$ cat src/hw/rtl/b64d_pkg.sv
// Shared types and constants for the Base64 decoder.
package b64d_pkg;

  // Depth of the queue between the front and back parts.
  localparam int QDepth = 4;
  localparam int QAddrW = $clog2(QDepth);
  localparam int QCountW = $clog2(QDepth + 1);

  // Width of a decoded six-bit value.
  localparam int SextetW = 6;

  // Classified character as it travels from front to back.
  typedef struct packed {
    logic               term;    // outside the alphabet: ends the message
    logic [SextetW-1:0] sextet;  // decoded six-bit value, zero when term
  } item_t;

  // Group phase codes.
  localparam logic [1:0] PH_FIRST  = 2'd0;
  localparam logic [1:0] PH_SECOND = 2'd1;
  localparam logic [1:0] PH_THIRD  = 2'd2;
  localparam logic [1:0] PH_FOURTH = 2'd3;

endpackage

$ cat src/hw/rtl/base64_url_decoder_unit.sv
// Top level of the streaming Base64 decoder (URL-safe and standard alphabets).
//
// Usage:
//   Input channel in_valid/in_ready carries one character (char_code) per word.
//   Output channel out_valid/out_ready carries one result word: data_byte,
//   byte_valid, last and total_bytes. A character outside the alphabet ends
//   the message and always gives a word with last set.
//   cfg_write/cfg_data load max_output_bytes (reset 65535); write it only while
//   the block is idle. Bytes past that count are dropped until the terminator.
// Throughput: one character per cycle, sustained while out_ready stays high.
// Path: a character passes from the front stage through the queue into the
//   output register, whose word drives the outputs.
// Structure: the front classifies characters into six-bit values and pushes
//   them into a four-entry queue; the back holds group phase, prior value and
//   byte count, and pops the queue whenever its output register is free or
//   being taken. Data characters that complete no byte pop without a result.
// Reset: clears the queue, the group state and the count, and sets the limit
//   to 65535. Stall: with out_ready low the output word holds, the queue fills,
//   and in_ready drops once the queue and the front stage are full.
module base64_url_decoder_unit (
  input  logic        clk,
  input  logic        rst,
  input  logic        cfg_write,
  input  logic [15:0] cfg_data,
  input  logic        in_valid,
  output logic        in_ready,
  input  logic [7:0]  char_code,
  output logic        out_valid,
  input  logic        out_ready,
  output logic [7:0]  data_byte,
  output logic        byte_valid,
  output logic        last,
  output logic [15:0] total_bytes
);
  import b64d_pkg::*;

  logic  push;
  item_t push_item;
  logic  q_full;
  logic  pop;
  logic  q_valid;
  item_t head;

  b64d_front u_front (
    .clk       (clk),
    .rst       (rst),
    .in_valid  (in_valid),
    .in_ready  (in_ready),
    .char_code (char_code),
    .push      (push),
    .push_item (push_item),
    .q_full    (q_full)
  );

  b64d_queue u_queue (
    .clk       (clk),
    .rst       (rst),
    .push      (push),
    .push_item (push_item),
    .full      (q_full),
    .pop       (pop),
    .q_valid   (q_valid),
    .head      (head)
  );

  b64d_back u_back (
    .clk         (clk),
    .rst         (rst),
    .cfg_write   (cfg_write),
    .cfg_data    (cfg_data),
    .q_valid     (q_valid),
    .head        (head),
    .pop         (pop),
    .out_valid   (out_valid),
    .out_ready   (out_ready),
    .data_byte   (data_byte),
    .byte_valid  (byte_valid),
    .last        (last),
    .total_bytes (total_bytes)
  );

endmodule

$ cat src/hw/rtl/b64d_front.sv
// Front part: accepts characters and maps them to six-bit values.
module b64d_front (
  input  logic           clk,
  input  logic           rst,
  input  logic           in_valid,
  output logic           in_ready,
  input  logic [7:0]     char_code,
  output logic           push,
  output b64d_pkg::item_t push_item,
  input  logic           q_full
);
  import b64d_pkg::*;

  localparam logic [7:0] CH_UPPER_A = 8'h41;
  localparam logic [7:0] CH_UPPER_Z = 8'h5a;
  localparam logic [7:0] CH_LOWER_A = 8'h61;
  localparam logic [7:0] CH_LOWER_Z = 8'h7a;
  localparam logic [7:0] CH_ZERO    = 8'h30;
  localparam logic [7:0] CH_NINE    = 8'h39;
  localparam logic [7:0] CH_MINUS   = 8'h2d;
  localparam logic [7:0] CH_PLUS    = 8'h2b;
  localparam logic [7:0] CH_USCORE  = 8'h5f;
  localparam logic [7:0] CH_SLASH   = 8'h2f;

  item_t cls;
  item_t stage;
  logic  stage_valid;
  logic  take;

  always_comb begin
    cls = '0;
    priority if (char_code >= CH_UPPER_A && char_code <= CH_UPPER_Z) begin
      cls.sextet = SextetW'(char_code - CH_UPPER_A);
    end else if (char_code >= CH_LOWER_A && char_code <= CH_LOWER_Z) begin
      cls.sextet = SextetW'(char_code - CH_LOWER_A + 8'd26);
    end else if (char_code >= CH_ZERO && char_code <= CH_NINE) begin
      cls.sextet = SextetW'(char_code - CH_ZERO + 8'd52);
    end else if (char_code == CH_MINUS || char_code == CH_PLUS) begin
      cls.sextet = SextetW'(62);
    end else if (char_code == CH_USCORE || char_code == CH_SLASH) begin
      cls.sextet = SextetW'(63);
    end else begin
      cls.term = 1'b1;
    end
  end

  // One-entry stage; drains into the queue whenever it has room.
  assign push      = stage_valid && !q_full;
  assign push_item = stage;
  assign in_ready  = !stage_valid || !q_full;
  assign take      = in_valid && in_ready;

  always_ff @(posedge clk) begin
    if (rst) begin
      stage_valid <= 1'b0;
    end else if (take) begin
      stage_valid <= 1'b1;
    end else if (push) begin
      stage_valid <= 1'b0;
    end
  end

  always_ff @(posedge clk) begin
    if (take) begin
      stage <= cls;
    end
  end

endmodule

$ cat src/hw/rtl/b64d_queue.sv
// Small flop queue between the front and back parts.
module b64d_queue (
  input  logic            clk,
  input  logic            rst,
  input  logic            push,
  input  b64d_pkg::item_t push_item,
  output logic            full,
  input  logic            pop,
  output logic            q_valid,
  output b64d_pkg::item_t head
);
  import b64d_pkg::*;

  item_t              slots [QDepth];
  logic [QAddrW-1:0]  wr_ptr;
  logic [QAddrW-1:0]  rd_ptr;
  logic [QCountW-1:0] count;
  logic               do_push;
  logic               do_pop;

  assign full    = (count == QCountW'(QDepth));
  assign q_valid = (count != '0);
  assign head    = slots[rd_ptr];
  assign do_push = push && !full;
  assign do_pop  = pop && q_valid;

  always_ff @(posedge clk) begin
    if (rst) begin
      wr_ptr <= '0;
      rd_ptr <= '0;
      count  <= '0;
    end else begin
      if (do_push) begin
        wr_ptr <= (wr_ptr == QAddrW'(QDepth - 1)) ? '0 : wr_ptr + 1'b1;
      end
      if (do_pop) begin
        rd_ptr <= (rd_ptr == QAddrW'(QDepth - 1)) ? '0 : rd_ptr + 1'b1;
      end
      unique case ({do_push, do_pop})
        2'b10:   count <= count + 1'b1;
        2'b01:   count <= count - 1'b1;
        default: count <= count;
      endcase
    end
  end

  always_ff @(posedge clk) begin
    if (do_push) begin
      slots[wr_ptr] <= push_item;
    end
  end

endmodule

$ cat src/hw/rtl/b64d_back.sv
// Back part: group state, byte assembly, capacity limit and output register.
module b64d_back (
  input  logic            clk,
  input  logic            rst,
  input  logic            cfg_write,
  input  logic [15:0]     cfg_data,
  input  logic            q_valid,
  input  b64d_pkg::item_t head,
  output logic            pop,
  output logic            out_valid,
  input  logic            out_ready,
  output logic [7:0]      data_byte,
  output logic            byte_valid,
  output logic            last,
  output logic [15:0]     total_bytes
);
  import b64d_pkg::*;

  logic [15:0]        max_output_bytes;
  logic [1:0]         phase;
  logic [SextetW-1:0] prior;
  logic [15:0]        count;

  logic        room;
  logic        have;
  logic        emit;
  logic [7:0]  byte_next;
  logic [15:0] count_inc;

  assign pop       = q_valid && (!out_valid || out_ready);
  assign room      = count < max_output_bytes;
  assign count_inc = count + 16'd1;

  always_comb begin
    byte_next = '0;
    have      = 1'b0;
    if (head.term) begin
      have      = (phase == PH_SECOND) && room;
      byte_next = have ? {prior, 2'b11} : 8'd0;
    end else begin
      unique case (phase)
        PH_SECOND: byte_next = {prior, head.sextet[5:4]};
        PH_THIRD:  byte_next = {prior[3:0], head.sextet[5:2]};
        PH_FOURTH: byte_next = {prior[1:0], head.sextet};
        default:   byte_next = '0;
      endcase
      have = (phase != PH_FIRST) && room;
    end
  end

  // A terminator always yields a result; a data character only with a byte.
  assign emit = pop && (head.term || have);

  always_ff @(posedge clk) begin
    if (rst) begin
      max_output_bytes <= 16'hffff;
      phase            <= PH_FIRST;
      prior            <= '0;
      count            <= '0;
      out_valid        <= 1'b0;
    end else begin
      if (cfg_write) begin
        max_output_bytes <= cfg_data;
      end
      if (pop) begin
        if (head.term) begin
          phase <= PH_FIRST;
          prior <= '0;
          count <= '0;
        end else begin
          phase <= phase + 2'd1;
          prior <= head.sextet;
          if (have) begin
            count <= count_inc;
          end
        end
      end
      if (emit) begin
        out_valid <= 1'b1;
      end else if (out_ready) begin
        out_valid <= 1'b0;
      end
    end
  end

  always_ff @(posedge clk) begin
    if (emit) begin
      data_byte   <= byte_next;
      byte_valid  <= have;
      last        <= head.term;
      total_bytes <= have ? count_inc : count;
    end
  end

endmodule
$ cat config.mk
export PLATFORM = sky130hd
export DESIGN_NAME = base64_url_decoder_unit
export DESIGN_NICKNAME = d
export VERILOG_FILES = /design/src/hw/rtl/b64d_pkg.sv /design/src/hw/rtl/base64_url_decoder_unit.sv /design/src/hw/rtl/b64d_front.sv /design/src/hw/rtl/b64d_queue.sv /design/src/hw/rtl/b64d_back.sv
export SDC_FILE = /design/constraint.sdc
export NUM_CORES = 1
export LEC_CHECK = 0
export ABC_AREA = 1
export BUFFER_PORTS_ARGS = -buffer_cell sky130_fd_sc_hd__buf_4
export CORE_AREA = 2 2 121 181
export DETAILED_ROUTE_END_ITERATION = 6
export DIE_AREA = 0 0 123 183
export HOLD_SLACK_MARGIN = 0.03
export SLEW_MARGIN = 20
export SYNTH_ARGS = -nofsm -noshare
export SYNTH_HDL_FRONTEND = slang
export SYNTH_HIERARCHICAL = 1
export SYNTH_SLANG_ARGS = --single-unit
$ cat constraint.sdc
create_clock -name clk -period 2.79 [get_ports clk]
set_input_delay 0.279 -clock clk [delete_from_list [all_inputs] [get_ports clk]]
set_output_delay 0.279 -clock clk [all_outputs]
set_load 0.005 [all_outputs]
==> impl_metrics.toml <==
[synth]
synth_nets = 802
yosysSeqAreaShare_pct = 46.1
syn_area_um2 = 6190
avgSynthCellArea_um2 = 8.40
ys_types = 38
yosys_warnings = 6
synthesis.instances = 737
ys_ff_latch = 112

[critical_path]
critPathRequiredTime_ns = 3.07
cp.arrival_ns = 2.73
timing.rr.end = "u_back/count[4]"
critPathLaunchType = "register"
slowest_stage = "dfxtp_1"
path_cells = "inv_1, o21ai_0, o22ai_1, or2_1, nand2_4, nand3_4, buf_4, nand2_1, nand2_1, nand2_1, a21oi_1"
rrSetupSlack_ns = 0.34
worstRegToRegCells = 11
cp_max_fo = 17
worst_path_largest_cell_delay_ns = 0.37
crit_top_cell = "nand2_1"
critPathCapture = "u_back/count[4]"
critPathKind = "reg -> reg"
endpoint_kind = "register"

[cts]
post_cts_buffers = 0
cts_made_buffers = 9
cts.path.max_buffers = 2
cts_tree = "yes"
cts.repair.resized = 0
root_buffer = "clkbuf_16"
worstSkewPairLatency_ns = 0.35
h-tree-depth = 3
cts-hold-fix-buffers = 0
clk_pin_slew_ns = 0.07
cts_sinks = 112

[grt]
overflow = 0
grt_max_degree = 44
grt_pass1_vias = 4603
grt_util_all_layers_pct = 12.5
antenna_found_initial = 0
grt_pass1_wl_um = 22100

[pwr]
p_sw_share_pct = 36.0
p_switching_mw = 2.00
power.density_nw_per_um2 = 773
p_comb_share_pct = 34.7
power_leakage_nw = 3.17
ir_worst_vdd_mv = 0.498
clkPwrFrac_pct = 22.5
pwr-share-seq_pct = 42.8
cell_internal_pwr_mw = 3.56

[drt]
num_vias = 4816
firstDrtPassIters = 4
routed_wl_um = 13500
drc_errors = 0
initialDrtViolationCount = 304
postRouteAntennaNets = 0
vias_per_cell = 4.53
drt-wirelength-per-cell_um = 12.7

[timing]
finalHoldViolCount = 0
fin_crit_sh_pct = 87.8
fin_setup_tns_ns = 0
period_needed_ns = 2.45
setup_viol = 0
fin_skew_ns = 0.00572
grt_setup_unrepaired = "no"
slew_headroom_pct = 54.1
drv_slew = 0
hold_ws_ns = 0.144
worstMarginPinSlew_ns = 0.685
fmax_mhz = 408

[flow_run]
maxCapViolations = 0

[placed_design]
dp_hpwl_um = 10300
io_buffer_count = 56
place.gp.congestion = 0.799

[die]
die_y_um = 183
initial_core_util_pct = 29.5
die_area_um2 = 22500
core_area_um2 = 21000
num_rows = 65
ioPinCount = 57
dieWidth_um = 123

[hold_path]
hold_path_class = "in -> reg"

[final_layout]
fin_nets = 856
antenna_cells = 0
syn_to_final_growth_pct = 16.1
layout_common_cells = "nand2_1 (156), inv_1 (89), buf_4 (67), nor2_1 (67), edfxtp_1 (61)"
final_common_cell = "nand2_1"
drive_gt1_share_pct = 17.3

[status]
status = "complete, no violations"
[kinds of logic (layout without fill, tap and decap cells)]
family / Yosys count / count (layout) / share of synthesized area (%)
AO/OA/AOI/OAI: 120 / 120 / 11.1
XOR/XNOR: 15 / 15 / 2.12
adder cells (fa/ha/maj): 36 / 36 / 7.40
buffers and inverters: 120 / 179 / 8.16
flip-flops: 112 / 112 / 46.1
AND/OR/NAND/NOR: 334 / 334 / 25.2
[Yosys cell counts]
master / number / area [um2]
edfxtp_1: 61 / 1830
nand3_2: 1 / 10.0
o21ai_2: 2 / 17.5
o21ai_0: 28 / 140
nor2_2: 8 / 50.1
or2_1: 1 / 6.26
xor2_1: 13 / 114
clkbuf_1: 11 / 41.3
a21oi_1: 57 / 285
buf_2: 5 / 25.0
o22ai_1: 13 / 81.3
a22o_1: 8 / 70.1
dfxtp_1: 51 / 1020
o21ai_1: 6 / 30.0
buf_6: 3 / 33.8
xnor2_1: 2 / 17.5
nand2_1: 156 / 586
nand2_2: 23 / 144
nor2_1: 67 / 251
nand4_1: 27 / 169
inv_2: 6 / 22.5
buf_8: 1 / 15.0
buf_4: 4 / 30.0
nand3b_1: 4 / 30.0
ha_1: 35 / 438
nor2_4: 2 / 22.5
nand3_4: 2 / 35.0
o21ai_4: 1 / 16.3
nand2_4: 4 / 45.0
nor3_2: 1 / 10.0
buf_1: 1 / 3.75
fa_1: 1 / 20.0
nand3_1: 31 / 155
nand4_2: 1 / 12.5
inv_1: 89 / 334
and2_1: 3 / 18.8
a21oi_2: 5 / 43.8
nor3_1: 3 / 15.0
[critical path, delay by kind of cell, from the launching register on]
family          cells  cell delay (ns)
buf+inv             2             0.42
compound gates      3             0.61
simple gates        6             0.96
flops               1             0.37
[power by group through the flow]
| stage | registers, mW | clock network (mW) | logic (mW) |
|---|---|---|---|
| 2_1_floorplan | 2.39 | 0 | 1.23 |
| 3_3_place_gp | 2.42 | 0 | 1.94 |
| 3_5_place_dp | 2.42 | 0 | 1.96 |
| 4_1_cts | 2.39 | 1.29 | 1.97 |
| 5_1_grt | 2.42 | 1.36 | 2.19 |
| 6_report | 2.38 | 1.25 | 1.93 |
[layout make-up]
class,count,area [um2]
fill,2204,13800
sequential,112,2850
multi-input combinational,505,2830
timing repair buffer,68,523
inverter,95,357
tap,268,335
clock buffer,10,239
clock inverter,6,50.0
[metal layers]
layer / GRT usage (%) / routed length (um)
met5: 0 / 0
met4: 4.95 / 282
met3: 1.59 / 343
met2: 24.2 / 7530
met1: 13.2 / 5330
[state kept, by name, summed over array words and instances (netlist names), named ones only]
register                 count
u_front/push_item            7
u_queue/rd_ptr               2
u_queue/slots               28
u_queue/wr_ptr               2
u_back/count                16
u_back/phase                 2
u_back/data_byte             8
u_back/out_valid             1
u_back/last                  1
u_back/total_bytes          16
u_back/prior                 6
u_back/max_output_bytes     16
u_back/byte_valid            1
u_queue/count                3
u_front/stage_valid          1
[how the worst min path moves through the flow]
stage	cells past startpoint	endpoint	start	slack [ns]
floorplan	1	u_front/stage_valid	rst	0.35
global placement	2	u_back/max_output_bytes[0]	u_back/max_output_bytes[0]	0.45
detailed placement	2	u_back/max_output_bytes[0]	u_back/max_output_bytes[0]	0.45
CTS	3	u_back/max_output_bytes[5]	cfg_data[5]	0.13
global route	3	u_back/max_output_bytes[15]	cfg_data[15]	0.14
finish	3	u_back/max_output_bytes[5]	cfg_data[5]	0.14
[metrics by stage]
stage               area, um2  instances  total power [mW]  setup WS [ns]  util [%]
finish                   7190       1064              5.56          0.341      34.3
global placement         6900       1048              4.36          0.412      32.9
global route             7190       1064              5.97         0.0341      34.3
floorplan                6190        737              3.62          0.190         -
detailed placement       6900       1048              4.39          0.363      32.9
CTS                      7190       1064              5.64          0.316      34.3
Power figures use the tool's default switching activity.
